===== config.mk =====
export PLATFORM = sky130hd
export DESIGN_NAME = bbmcf_front
export DESIGN_NICKNAME = d
export VERILOG_FILES = /design/src/rtl/assert_macros.svh /design/src/rtl/bbmcf_pkg.sv /design/src/rtl/bbmcf_front.sv
export SDC_FILE = /design/constraint.sdc
export NUM_CORES = 1
export LEC_CHECK = 0
export ABC_AREA = 1
export BUFFER_PORTS_ARGS = -buffer_cell sky130_fd_sc_hd__buf_2
export CORE_ASPECT_RATIO = 1.25
export CORE_MARGIN = 5
export CORE_UTILIZATION = 56
export DETAILED_ROUTE_END_ITERATION = 10
export PLACE_DENSITY = 0.9
export SLEW_MARGIN = 20
export SYNTH_ARGS = -nofsm -noshare
export SYNTH_HDL_FRONTEND = slang
export SYNTH_SLANG_ARGS = --single-unit

===== constraint.sdc =====
create_clock -name vclk -period 3.4
set_clock_uncertainty 0.2 [all_clocks]
set_input_delay 0.34 -clock vclk [all_inputs]
set_output_delay 0.34 -clock vclk [all_outputs]
set_load 0.03 [all_outputs]

===== src/rtl/assert_macros.svh =====
// Assertion macros shared by the block copy and fill engine.
`ifndef ASSERT_MACROS_SVH
`define ASSERT_MACROS_SVH

`ifndef SYNTHESIS
// Clocked property check, disabled while reset is asserted.
`define BBMCF_ASSERT(lbl, prop) \
  lbl: assert property (@(posedge clk_i) disable iff (!rst_ni) (prop)) \
    else $error("bbmcf assertion failed");
// Condition that must never be true at a clock edge.
`define BBMCF_ASSERT_NEVER(lbl, cond) \
  `BBMCF_ASSERT(lbl, !(cond))
`else
`define BBMCF_ASSERT(lbl, prop)
`define BBMCF_ASSERT_NEVER(lbl, cond)
`endif

`endif


===== src/rtl/bbmcf_pkg.sv =====
// Shared types and constants of the block copy and fill engine.
package bbmcf_pkg;

  // Default memory size in bytes.
  localparam int unsigned MEM_BYTES_DEF = 32768;
  // Widths sized for the largest memory supported (65536 bytes).
  localparam int unsigned ADDR_W = 16;
  localparam int unsigned LEN_W  = 17;
  localparam int unsigned DATA_W = 8;
  // Command queue between front and back.
  localparam int unsigned QDEPTH = 2;
  localparam int unsigned QPTR_W = 1;
  localparam int unsigned QCNT_W = 2;

  typedef enum logic [1:0] {
    OP_READ  = 2'd0,
    OP_WRITE = 2'd1,
    OP_COPY  = 2'd2,
    OP_FILL  = 2'd3
  } op_e;

  // One classified command as it travels through the queue.
  typedef struct packed {
    op_e               op;
    logic              reject;
    logic              bwd;
    logic [ADDR_W-1:0] dst;
    logic [ADDR_W-1:0] src;
    logic [LEN_W-1:0]  len;
    logic [DATA_W-1:0] value;
  } cmd_t;

  typedef enum logic [2:0] {
    ST_CLEAR,
    ST_IDLE,
    ST_READ,
    ST_COPY,
    ST_FILL,
    ST_RESP
  } state_e;

endpackage


===== src/rtl/bbmcf_front.sv =====
// Front end: accepts commands, checks their ranges and classifies them.
module bbmcf_front #(
  parameter int unsigned MEM_BYTES = bbmcf_pkg::MEM_BYTES_DEF
) (
  input  logic                in_valid_i,
  output logic                in_stall_o,
  input  logic [1:0]          op_i,
  input  logic signed [16:0]  dst_addr_i,
  input  logic signed [16:0]  src_addr_i,
  input  logic [16:0]         length_i,
  input  logic [7:0]          value_i,
  input  logic                clearing_i,
  input  logic                queue_full_i,
  output logic                push_o,
  output bbmcf_pkg::cmd_t     cmd_o
);
  import bbmcf_pkg::*;

  localparam logic [17:0] MemSz = 18'(MEM_BYTES);

  op_e         op;
  logic        dst_in;
  logic        src_in;
  logic        len_nz;
  logic [17:0] dst_end;
  logic [17:0] src_end;
  logic        dst_blk_ok;
  logic        src_blk_ok;
  logic        ok;

  assign op = op_e'(op_i);

  // Start addresses must be non-negative and below the memory size.
  assign dst_in = !dst_addr_i[16] && (18'(dst_addr_i[15:0]) < MemSz);
  assign src_in = !src_addr_i[16] && (18'(src_addr_i[15:0]) < MemSz);

  // Block ranges must be non-empty and end at or before the memory end.
  assign len_nz     = (length_i != '0);
  assign dst_end    = 18'(dst_addr_i[15:0]) + 18'(length_i);
  assign src_end    = 18'(src_addr_i[15:0]) + 18'(length_i);
  assign dst_blk_ok = dst_in && len_nz && (dst_end <= MemSz);
  assign src_blk_ok = src_in && len_nz && (src_end <= MemSz);

  // Acceptance check per command kind.
  always_comb begin
    unique case (op)
      OP_READ:  ok = dst_in;
      OP_WRITE: ok = dst_in;
      OP_COPY:  ok = dst_blk_ok && src_blk_ok;
      OP_FILL:  ok = dst_blk_ok;
      default:  ok = 1'b0;
    endcase
  end

  // Build the queue entry; a copy walks downward when the target lies above the source.
  always_comb begin
    cmd_o.op     = op;
    cmd_o.reject = !ok;
    cmd_o.bwd    = (op == OP_COPY) && (src_addr_i[15:0] < dst_addr_i[15:0]);
    cmd_o.dst    = dst_addr_i[ADDR_W-1:0];
    cmd_o.src    = src_addr_i[ADDR_W-1:0];
    cmd_o.len    = length_i;
    cmd_o.value  = value_i;
  end

  // Hold off input while the memory is cleared or the queue is full.
  assign in_stall_o = clearing_i || queue_full_i;
  assign push_o     = in_valid_i && !in_stall_o;

endmodule


==> impl_results.md <==
* Status: finished clean
* Netlist cell types at 30
* Worst setup margin at 0.314 ns
* First-pass GRT wire length at 15000 µm
* Critical path launch point type: input pin
* Post-Route Utilization at 60.9%
* Pre-CTS WS at 0.357 ns
* Final TNS setup at 0 ns
* Max Clk Rate at 0.324 GHz
* # diodes at 0
* DRT Pass-1 Iters at 4
* Ports at 127
* Most frequent cells in the layout: nand2_1, buf_2, inv_1
* Setup violators final at 0
* Largest net degree at the start of global routing at 8
* Reg area at 0 µm²
* Layout cells sized above 1 at 21.8%
* Final wirelength at 8920 µm
* Cts hold-fix bufs at 0
* Crit. End Element: output port
* Total GRT Usage at 24.0%
* Die Y-Extent at around 93 µm
* Post-CTS Resized at 0
* Maximum Capacitance Violations at 0
* Layout clock buffer count at 0
* Internal cell power at 0.000203 W
* Switch share at between 60% and 70%
* Final Cell Area at 3310 µm²
* Core Region at 5440 µm²
* Tmin final at slightly above 3 ns
* LEAKAGE at 2.12 nW
* Final count of pins violating max slew at 0
* RSZ-0062 raised after global routing: false
* Area of the multi-input gates at 2310 µm²
* Final worst path period share at between 90% and 100%
* Worst endpoint required time at 2.86 ns
* Row cnt at 30
* Die area at 7170 µm²
* Initial antenna violation count at 0
* Die Wd at 76.8 µm
* DR vias/cell at 5.30
* PwrDens at 177 nW/µm²
* Cells after synthesis at approximately 570
* Area delta synth->final at 6.17%
* Synthesized Nets at 685
* Hpwl dp at between 7000 and 8000 µm
* Maximum VDD drop at 0.0791 mV
* Number of setup buffers added after CTS at 0
* Slew HR at around 72%
* GRT overflow at 0
* Comb pwr share at 100.0%
* Clk pwr share at 0%
* Worst hold slack at 0.480 ns
* Post-route ant nets at 0
* CP Class: input pin to output port
* Switching power at 0.000384 W
* Vias at around 3600
* Post-synthesis sequential area ratio at 0%
* Critical path fanouts, max at 4
* DRT iter0 DRCs at 166
* Starting density of the core at approximately 57%
* Avg WL per Cell at 13.0 µm
* Number of port buffers at 111
* Hold Path Class: input pin to output port
* Fin. Hold Viols at 0
* Fillers at 537
* Layout Nets at 739
* Yosys warnings at 0
* Post-DP Area at around 3300 µm²
* Share of power burned in registers at 0%
* Vias in the first global route at 3647
* FFs & Latches at 0
* Mean area per synthesized cell at 5.46 µm²
* Post-Syn Area at between 3000 and 4000 µm²
* Placer congestion estimate at 0.969
* Leading cell type in the layout, fill and taps excluded: nand2_1
* Worst Path Arrival at about 2.6 ns
* Worst Max-Slew Pin Slew at 0.404 ns
* DRC viols at 0
area by class of cell:
| cell class | instances | area share (%) |
|---|---|---|
| timing repair buffer | 111 | 16.8 |
| tap | 64 | 2.42 |
| inverter | 98 | 11.1 |
| multi-input combinational | 415 | 69.7 |
final timing paths:
| path | startpoint | endpoint | slack, ns | cells after the start |
|---|---|---|---|---|
| setup / recovery | length_i[0] | cmd_o[58] | 0.31 | 17 |
| hold / removal | value_i[1] | cmd_o[1] | 0.48 | 0 |
logic make-up after synthesis:
family                   synth area share, %
buffers and inverters                   26.0
XOR/XNOR                                1.40
AND/OR/NAND/NOR                         44.6
adder cells (fa/ha/maj)                 20.1
AO/OA/AOI/OAI                           7.86
per-layer routing:
metal | share of wire, % | track usage (%)
met1 | 38 | 25.8
met3 | 5.1 | 2.12
met5 | 0 | 0
met4 | 3.1 | 9.77
met2 | 53 | 47.1
power groups by stage:
| stage | Combinational (W) | Sequential (W) | Clock (W) |
|---|---|---|---|
| global route | 0.000661 | 0 | 0 |
| detailed placement | 0.000580 | 0 | 0 |
| CTS | 0.000583 | 0 | 0 |
| floorplan | 0.000474 | 0 | 0 |
| finish | 0.000587 | 0 | 0 |
| global placement | 0.000562 | 0 | 0 |
metrics by stage:
| step | std cells | total power [W] |
|---|---|---|
| floorplan | 572 | 0.000474 |
| finish | 688 | 0.000587 |
| detailed placement | 688 | 0.000580 |
| CTS | 688 | 0.000583 |
| global route | 688 | 0.000661 |
| global placement | 688 | 0.000562 |
critical path: stages:
cell     delay [ns]
buf_2          0.12
ha_1           0.26
fa_1           0.44
or2_2          0.30
a21oi_1        0.12
o21ai_0        0.09
nor2_1         0.13
nand2_1        0.06
nor2_1         0.08
nand2_1        0.08
nor2_2         0.08
nand2_1        0.05
nand2_1        0.05
nand2_1        0.05
nand2_1        0.06
nand2_1        0.06
buf_2          0.17
cell usage after synthesis:
library cell    n  area (µm²)
a2111oi_0       1        8.76
a21boi_0        2        15.0
a21oi_1        25         125
a21oi_2         2        17.5
a31oi_1         1        6.26
and2_1          2        12.5
and3_1          2        12.5
buf_4          59         443
fa_1            2        40.0
ha_1           47         588
inv_1          96         360
inv_2           2        7.51
nand2_1       180         676
nand2_2         8        50.1
nand3_1        36         180
nand3_2         5        50.1
nand3b_1        7        52.6
nand4_1        11        68.8
nor2_1         48         180
nor2_2          5        31.3
nor2_4          1        11.3
nor3_1          6        30.0
nor4_1          3        18.8
o211ai_1        1        7.51
o21ai_0        10        50.1
o21bai_1        2        15.0
or2_0           1        6.26
or2_2           2        12.5
xnor2_1         2        17.5
xor2_1          3        26.3
Note: power is estimated with default switching activity, not from simulation.
