`src/rtl/assert_macros.svh`:
```
// Assertion macros shared by the block copy and fill engine.
`ifndef ASSERT_MACROS_SVH
`define ASSERT_MACROS_SVH

`ifndef SYNTHESIS
// Clocked property check, disabled while reset is asserted.
`define BBMCF_ASSERT(lbl, prop) \
  lbl: assert property (@(posedge clk_i) disable iff (!rst_ni) (prop)) \
    else $error("bbmcf assertion failed");
// Condition that must never be true at a clock edge.
`define BBMCF_ASSERT_NEVER(lbl, cond) \
  `BBMCF_ASSERT(lbl, !(cond))
`else
`define BBMCF_ASSERT(lbl, prop)
`define BBMCF_ASSERT_NEVER(lbl, cond)
`endif

`endif

```
`src/rtl/bbmcf_pkg.sv`:
```
// Shared types and constants of the block copy and fill engine.
package bbmcf_pkg;

  // Default memory size in bytes.
  localparam int unsigned MEM_BYTES_DEF = 32768;
  // Widths sized for the largest memory supported (65536 bytes).
  localparam int unsigned ADDR_W = 16;
  localparam int unsigned LEN_W  = 17;
  localparam int unsigned DATA_W = 8;
  // Command queue between front and back.
  localparam int unsigned QDEPTH = 2;
  localparam int unsigned QPTR_W = 1;
  localparam int unsigned QCNT_W = 2;

  typedef enum logic [1:0] {
    OP_READ  = 2'd0,
    OP_WRITE = 2'd1,
    OP_COPY  = 2'd2,
    OP_FILL  = 2'd3
  } op_e;

  // One classified command as it travels through the queue.
  typedef struct packed {
    op_e               op;
    logic              reject;
    logic              bwd;
    logic [ADDR_W-1:0] dst;
    logic [ADDR_W-1:0] src;
    logic [LEN_W-1:0]  len;
    logic [DATA_W-1:0] value;
  } cmd_t;

  typedef enum logic [2:0] {
    ST_CLEAR,
    ST_IDLE,
    ST_READ,
    ST_COPY,
    ST_FILL,
    ST_RESP
  } state_e;

endpackage

```
`src/rtl/bbmcf_queue.sv`:
```
// Two-entry command queue between the front and back ends.
`include "assert_macros.svh"
module bbmcf_queue (
  input  logic            clk_i,
  input  logic            rst_ni,
  input  logic            push_i,
  input  bbmcf_pkg::cmd_t cmd_i,
  output logic            full_o,
  input  logic            pop_i,
  output logic            valid_o,
  output bbmcf_pkg::cmd_t head_o
);
  import bbmcf_pkg::*;

  cmd_t              entry_q [QDEPTH];
  logic [QPTR_W-1:0] wr_ptr_q, wr_ptr_d;
  logic [QPTR_W-1:0] rd_ptr_q, rd_ptr_d;
  logic [QCNT_W-1:0] count_q, count_d;

  assign full_o  = (count_q == QCNT_W'(QDEPTH));
  assign valid_o = (count_q != '0);
  assign head_o  = entry_q[rd_ptr_q];

  // Pointer and occupancy update.
  always_comb begin
    wr_ptr_d = wr_ptr_q;
    rd_ptr_d = rd_ptr_q;
    count_d  = count_q;
    if (push_i) begin
      wr_ptr_d = (wr_ptr_q == QPTR_W'(QDEPTH - 1)) ? '0 : wr_ptr_q + 1'b1;
    end
    if (pop_i) begin
      rd_ptr_d = (rd_ptr_q == QPTR_W'(QDEPTH - 1)) ? '0 : rd_ptr_q + 1'b1;
    end
    if (push_i && !pop_i) begin
      count_d = count_q + 1'b1;
    end else if (pop_i && !push_i) begin
      count_d = count_q - 1'b1;
    end
  end

  always_ff @(posedge clk_i or negedge rst_ni) begin
    if (!rst_ni) begin
      wr_ptr_q <= '0;
      rd_ptr_q <= '0;
      count_q  <= '0;
    end else begin
      wr_ptr_q <= wr_ptr_d;
      rd_ptr_q <= rd_ptr_d;
      count_q  <= count_d;
    end
  end

  // Entry storage.
  always_ff @(posedge clk_i) begin
    if (push_i) begin
      entry_q[wr_ptr_q] <= cmd_i;
    end
  end

  `BBMCF_ASSERT_NEVER(a_push_full, push_i && full_o)
  `BBMCF_ASSERT_NEVER(a_pop_empty, pop_i && !valid_o)
  `BBMCF_ASSERT(a_count_bound, count_q <= QCNT_W'(QDEPTH))

endmodule

```
`config.mk`:
```
export PLATFORM = sky130hd
export DESIGN_NAME = bbmcf_queue
export DESIGN_NICKNAME = d
export VERILOG_FILES = /design/src/rtl/bbmcf_pkg.sv /design/src/rtl/bbmcf_queue.sv
export VERILOG_INCLUDE_DIRS = /design/src /design/src/rtl
export SDC_FILE = /design/constraint.sdc
export NUM_CORES = 1
export LEC_CHECK = 0
export BUFFER_PORTS_ARGS = -buffer_cell sky130_fd_sc_hd__buf_2
export CAP_MARGIN = 25
export CORE_AREA = 2 2 99 101
export CTS_BUF_LIST = sky130_fd_sc_hd__clkbuf_4 sky130_fd_sc_hd__clkbuf_8
export DETAILED_ROUTE_END_ITERATION = 16
export DIE_AREA = 0 0 101 103
export PLACE_DENSITY = 0.8
export RECOVER_POWER = 100
export SLEW_MARGIN = 20
export SYNTH_ARGS = -nofsm -noshare
export SYNTH_HDL_FRONTEND = slang
export SYNTH_SLANG_ARGS = --single-unit
export TNS_END_PERCENT = 5
```
`constraint.sdc`:
```
create_clock -name clk_i -period 4.5 [get_ports clk_i]
set_input_delay 0.675 -clock clk_i [delete_from_list [all_inputs] [get_ports clk_i]]
set_output_delay 0.675 -clock clk_i [all_outputs]
set_load 0.02 [all_outputs]
```
==> results.json, run 1 <==
{
  "outcome": "complete, but fails checks",
  "violations": "max-capacitance violations, max-slew violations",
  "syn_area_um2": 4892,
  "nets": 414,
  "numCtsBuffers": 17,
  "grt_max_degree": 42,
  "die_y_um": 103,
  "path_buf_inv": 2,
  "avgViaCountPerCell": 4.836,
  "fin_setup_tns_ns": 0,
  "path_class": "in2reg",
  "fmax_ghz": 0.3145,
  "hold_violations": 0,
  "diodes": 0,
  "synth_area_leaders": "edfxtp_1 (75%), mux2_4 (18%), buf_12 (2.5%)",
  "static-leakage-power_nw": 2.128,
  "cap_violations": 2,
  "crit_chain": "clkbuf_1 > and2_0 > clkbuf_2",
  "syn-instance-count": 206,
  "h-tree-depth": 4,
  "power.total_mw": 3.725,
  "critPathLaunchType": "input port",
  "cpMaxStageDelayCell": "and2_0",
  "synth.avg_cell_area_um2": 23.75,
  "rows": 36,
  "die_area_um2": 10400,
  "routedWlPerCell_um": 16.12,
  "cts.path.max_buffers": 2,
  "syn_nets": 272,
  "critical_path.top_delay_family": "simple AND/OR/NAND/NOR gates",
  "min_path_type": "in2async",
  "ios": 128,
  "setup_viol": 0,
  "gp_congestion": 0.7248,
  "holdBufCountCts": 0,
  "cts.sinks": 126,
  "start_util": 0.5172,
  "end_kind": "register",
  "irDropWorstVdd_uv": 336.1,
  "syn2layout_area_growth_pct": 17.72,
  "relSlewSlack": -0.2647,
  "port_buffers": 127,
  "critPathRequiredTime_ns": 4.54,
  "synth-seq-cells": 126,
  "antenna_left": 0,
  "ys_types": 14,
  "ys_seq_area_frac": 0.7693,
  "critical_path_arrival_ns": 3.22,
  "drc": 0,
  "power_density_nw_per_um2": 646.7,
  "synth_top_cell_area_share": 0.7488,
  "grt-ovfl-total": 0,
  "drive_above_1_share": 0.3601,
  "crit_path_max_incr_delay_ns": 1.44,
  "grt_pass1_wl_um": 11160,
  "hpwl_um": 5102,
  "yosysWarnings": 0,
  "finalMaxSlewViolations": 63,
  "grt_pass1_vias": 2342,
  "rsz0062_at_grt": "no",
  "vias": 2297,
  "worst_pin_slew_ns": 1.896,
  "antenna_found_initial": 0,
  "n_fill_cell": 734,
  "die_x_um": 101,
  "clock_skew_ns": 0.006552,
  "coreArea_um2": 9459,
  "clk_pin_slew_worst_paths_ns": 0.07,
  "clk_latency_ns": 0.41,
  "cts_setup_buffers": 0,
  "synth_top_cell_by_area": "edfxtp_1",
  "min_period_ns": 3.180,
  "cts_tree": "done",
  "root_buffer": "clkbuf_8",
  "crit_fanout": 33,
  "totalWireLength_um": 7659,
  "initialDrtViolationCount": 63,
  "track_usage": 0.1497,
  "ff2ff_setup_slack_ns": 1.35,
  "cts_resized": 0,
  "firstDrtPassIters": 5,
  "period_share": 0.7066
}
[state kept, by name, indices dropped and copies added, names as in the netlist]
name / flops
rd_ptr_q: 1
wr_ptr_q: 1
entry_q: 122
count_q: 2
[worst paths after layout]
path                       cells past startpoint        endpoint        from
max reg2reg                                    2  entry_q[1][33]    wr_ptr_q
max                                            3  entry_q[1][33]      push_i
min                                            1      count_q[0]      rst_ni
min in group clk_i                             1  entry_q[0][50]   cmd_i[50]
max in group asynchronous                      1        rd_ptr_q      rst_ni
min reg2reg                                    1      count_q[1]  count_q[1]
[final cells by class]
type / instances / area (um^2) / area share
tap: 114 / 142.6 / 0.02477
inverter: 1 / 3.754 / 0.0006517
clock buffer: 17 / 234.0 / 0.04063
clock inverter: 15 / 148.9 / 0.02585
multi-input combinational: 72 / 865.8 / 0.1503
sequential: 126 / 3764 / 0.6535
timing repair buffer: 130 / 600.6 / 0.1043
[kinds of logic (layout without fill, tap and decap cells)]
kind of cell | Yosys count | in the layout | share of synthesized area
xor gates and xnor gates | 5 | 5 | 0.008951
adders and majority gates | 1 | 1 | 0.002557
DFF | 126 | 126 | 0.7693
muxes | 61 | 61 | 0.1857
and+or+nand+nor | 5 | 5 | 0.005883
buffers and inverters | 8 | 163 | 0.02762
[metrics by stage]
step                        util  area (um^2)  instances  hold WS, ns  setup slack [ns]
after floorplan                -         4892        206       0.3794            0.6512
after global placement    0.5885         5567        442       0.4634             2.048
after detailed placement  0.5914         5594        443       0.4817             2.020
after CTS                 0.6319         5977        475      0.02889             1.804
after global routing      0.6089         5759        475      0.05904             1.048
final                     0.6089         5759        475      0.08788             1.320
[cell usage after synthesis (all sizes together)]
cell and instances:
and2 1, buf 7, dfrtp 4, edfxtp 122
ha 1, inv 1, mux2 61, nor2 1
nor2b 2, or2 1, xnor2 1, xor2 4
[cells in the final DEF, fill, tap and decap left out, types with 4 or more instances in the layout]
cell	instances
clkbuf_8	17
buf_2	70
mux2_4	23
xor2_1	4
mux2_1	36
clkinvlp_4	4
edfxtp_1	122
dfrtp_1	4
clkinv_4	4
clkbuf_1	57
clkinv_2	4
[worst register-to-register path: stages (launching register included)]
cell and delay (ns):
dfrtp_1 0.43, and2_0 1.43, clkbuf_2 0.89
[layer usage]
layer | track usage | up-vias | part of all wire
met5 | 0 | - | 0
met1 | 0.1644 | 1111 | 0.40
li1 | - | 1103 | -
met2 | 0.2518 | 73 | 0.53
met3 | 0.06508 | 10 | 0.060
met4 | 0.07173 | 0 | 0.014
[power breakdown]
part	internal [mW]	switching (mW)
Sequential	1.57	0.103
Combinational	0.453	0.694
Clock	0.488	0.422
(Power assumes the default switching activity.)
==> run 2: changes to the inputs <==
ABC_AREA = 1   (was not set)
CORE_AREA = 2 2 104 106   (was 2 2 99 101)
DIE_AREA = 0 0 106 108   (was 0 0 101 103)
PLACE_DENSITY = 0.77   (was 0.8)
clock period = 2.63 ns   (was 4.5 ns; I/O delays follow)
==> run 2 against run 1 <==
The flow still finishes with violations (max-capacitance violations, max-slew violations); core utilization decreased by 3.7 points; hold slack gained 0.081 ns; count of clock-buffer cells in the layout increased by 1; worst setup slack lost 1.1 ns; via count rose by 3.2%; sequential power up 69%; total power is 74% higher; die area grew 10%; combinational power rose by 76%; highest routed layer is now met5.
==> results.json, run 2 <==
{
  "outcome": "complete, but fails checks",
  "violations": "max-capacitance violations, max-slew violations",
  "yosys.area_share.simple": 0.008410,
  "n_fill_cell": 842,
  "synthMuxAreaShare": 0.1850,
  "vias": 2371,
  "regMostFlops": "entry_q",
  "clk_latency_ns": 0.41,
  "die_x_um": 106,
  "drive_above_1_share": 0.3566,
  "diodes": 0,
  "hpwl_um": 5122,
  "syn2layout_area_growth_pct": 19.09,
  "die_area_um2": 11450,
  "reg_top3": "entry_q (122), count_q (2)",
  "synth_enable_flop_cells": 122,
  "initialDrtViolationCount": 45,
  "cts_resized": 0,
  "die_y_um": 108,
  "firstDrtPassIters": 5,
  "synth-adder-area-share": 0.002548,
  "fmax_ghz": 0.4237,
  "drc": 0,
  "gp_congestion": 0.6827,
  "yosysWarnings": 0,
  "grt_max_degree": 41,
  "antenna_found_initial": 1,
  "final_cell_mix": "edfxtp_1 (122), buf_2 (68), clkbuf_1 (59)",
  "path_class": "reg2out",
  "coreArea_um2": 10230,
  "critPathLaunchType": "register",
  "synth_top_family_by_area": "multiplexers",
  "synth.avg_cell_area_um2": 22.84,
  "synth_area_leaders": "edfxtp_1 (75%), mux2_4 (18%), buf_12 (2.4%)",
  "root_buffer": "clkbuf_8",
  "h-tree-depth": 4,
  "cts_setup_buffers": 0,
  "avgViaCountPerCell": 4.658,
  "finalMaxSlewViolations": 29,
  "cts.path.max_buffers": 2,
  "crit_fanout": 19,
  "comb_power_share": 0.311,
  "synthTopCellsByCount": "edfxtp_1 (122), mux2_4 (59), inv_1 (7)",
  "synth-seq-cells": 126,
  "critical_path_arrival_ns": 1.97,
  "path_buf_inv": 2,
  "fin_setup_tns_ns": 0,
  "hold_violations": 0,
  "holdBufCountCts": 1,
  "synth_xor_area_frac": 0.005352,
  "period_share": 0.8974,
  "seqPwrFrac": 0.437,
  "cap_violations": 1,
  "min_period_ns": 2.360,
  "crit_chain": "clkbuf_4 > mux2_1 > buf_2",
  "relSlewSlack": -0.06759,
  "clk_pin_slew_worst_paths_ns": 0.07,
  "layout_commonest_cell": "edfxtp_1",
  "syn-instance-count": 215,
  "static-leakage-power_nw": 2.200,
  "synthArstFlopShare": 0.03175,
  "largest_reg_flops": 122,
  "numCtsBuffers": 17,
  "cts_tree": "done",
  "rsz0062_at_grt": "no",
  "grt_pass1_wl_um": 12080,
  "port_buffers": 127,
  "ios": 128,
  "rows": 37,
  "critical_path.top_delay_family": "flip-flops",
  "ys_types": 14,
  "ys_seq_area_frac": 0.7666,
  "end_kind": "primary output",
  "crit_path_max_incr_delay_ns": 0.60,
  "synth_top_cell_area_share": 0.7462,
  "p_sw_frac": 0.3212,
  "switchingPower_mw": 2.083,
  "totalWireLength_um": 8053,
  "syn_area_um2": 4910,
  "setup_viol": 0,
  "worst_pin_slew_ns": 1.601,
  "grt_pass1_vias": 2489,
  "track_usage": 0.1458,
  "power_density_nw_per_um2": 1109,
  "cts.sinks": 126,
  "yosysMostFrequentCell": "edfxtp_1",
  "critPathRequiredTime_ns": 2.24,
  "syn_nets": 281,
  "power.total_mw": 6.486,
  "start_util": 0.4799,
  "internal_power_mw": 4.403,
  "clock_skew_ns": 0.004467,
  "pwr-share-clk": 0.252,
  "synth_top_cell_by_area": "edfxtp_1",
  "min_path_type": "in2reg",
  "nets": 426,
  "utilization": 0.5715,
  "antenna_left": 0,
  "grt-ovfl-total": 0,
  "irDropWorstVdd_uv": 601.7,
  "synthFlopType": "edfxtp_1",
  "cpMaxStageDelayCell": "dfrtp_4",
  "synth_compound_area_frac": 0,
  "routedWlPerCell_um": 15.82,
  "timing.hold.ws_ns": 0.1686
}
-- run 2: changes by cell type after synthesis, moves of 2 or more --
cell,previous run,this run
inv_1,1,7
nor2b_1,2,0
nand2_1,0,6
xor2_1,4,2
-- run 2: cell families after synthesis --
family	after synthesis
AND/OR/NAND/NOR	10
multiplexers	61
buffers and inverters	14
XOR/XNOR	3
adder cells (fa/ha/maj)	1
flip-flops	126
-- run 2: final timing paths --
check,from,end,slack (ns),cells past startpoint
max in group asynchronous,rst_ni,rd_ptr_q,2.05,2
worst min-delay path,cmd_i[60],entry_q[1][60],0.17,1
worst min register to register,wr_ptr_q,wr_ptr_q,0.49,1
worst max register to register,wr_ptr_q,entry_q[1][28],0.47,3
worst max-delay path,rd_ptr_q,head_o[10],0.27,3
min in group asynchronous,rst_ni,count_q[0],0.36,2
-- run 2: layer usage --
layer | up-vias | share of wire | global-route usage | wire length, um
li1 | 1130 | - | - | -
met5 | - | 0.0019 | 0 | 15
met2 | 79 | 0.51 | 0.2493 | 4125
met1 | 1151 | 0.41 | 0.1610 | 3272
met3 | 9 | 0.068 | 0.06329 | 544
met4 | 2 | 0.012 | 0.05921 | 95
-- run 2: final cells by class --
cell class,instances,area [um^2],share of cell area
clock buffers,18,241.5,0.04130
multi-input cells,75,875.8,0.1498
repair buffers,133,615.6,0.1053
inverters,7,26.28,0.004494
flip-flops and latches,126,3767,0.6443
well taps,136,170.2,0.02910
clock inverters,14,150.1,0.02568
-- run 2: stage by stage --
stage	area [um^2]	setup slack, ns	cells
after floorplan	4912	0.2010	215
after global placement	5670	0.7659	476
after detailed placement	5670	0.7624	476
after CTS	6072	0.2910	509
after global routing	5847	0.1393	509
final	5847	0.2699	509
-- run 2: power by group through the flow --
stage | sequential, mW | combinational, mW | clock [mW]
2_1_floorplan | 2.80 | 1.94 | 0
3_3_place_gp | 2.88 | 2.33 | 0
3_5_place_dp | 2.91 | 2.34 | 0
4_1_cts | 2.87 | 2.35 | 1.68
5_1_grt | 2.88 | 2.17 | 1.77
6_report | 2.83 | 2.02 | 1.63
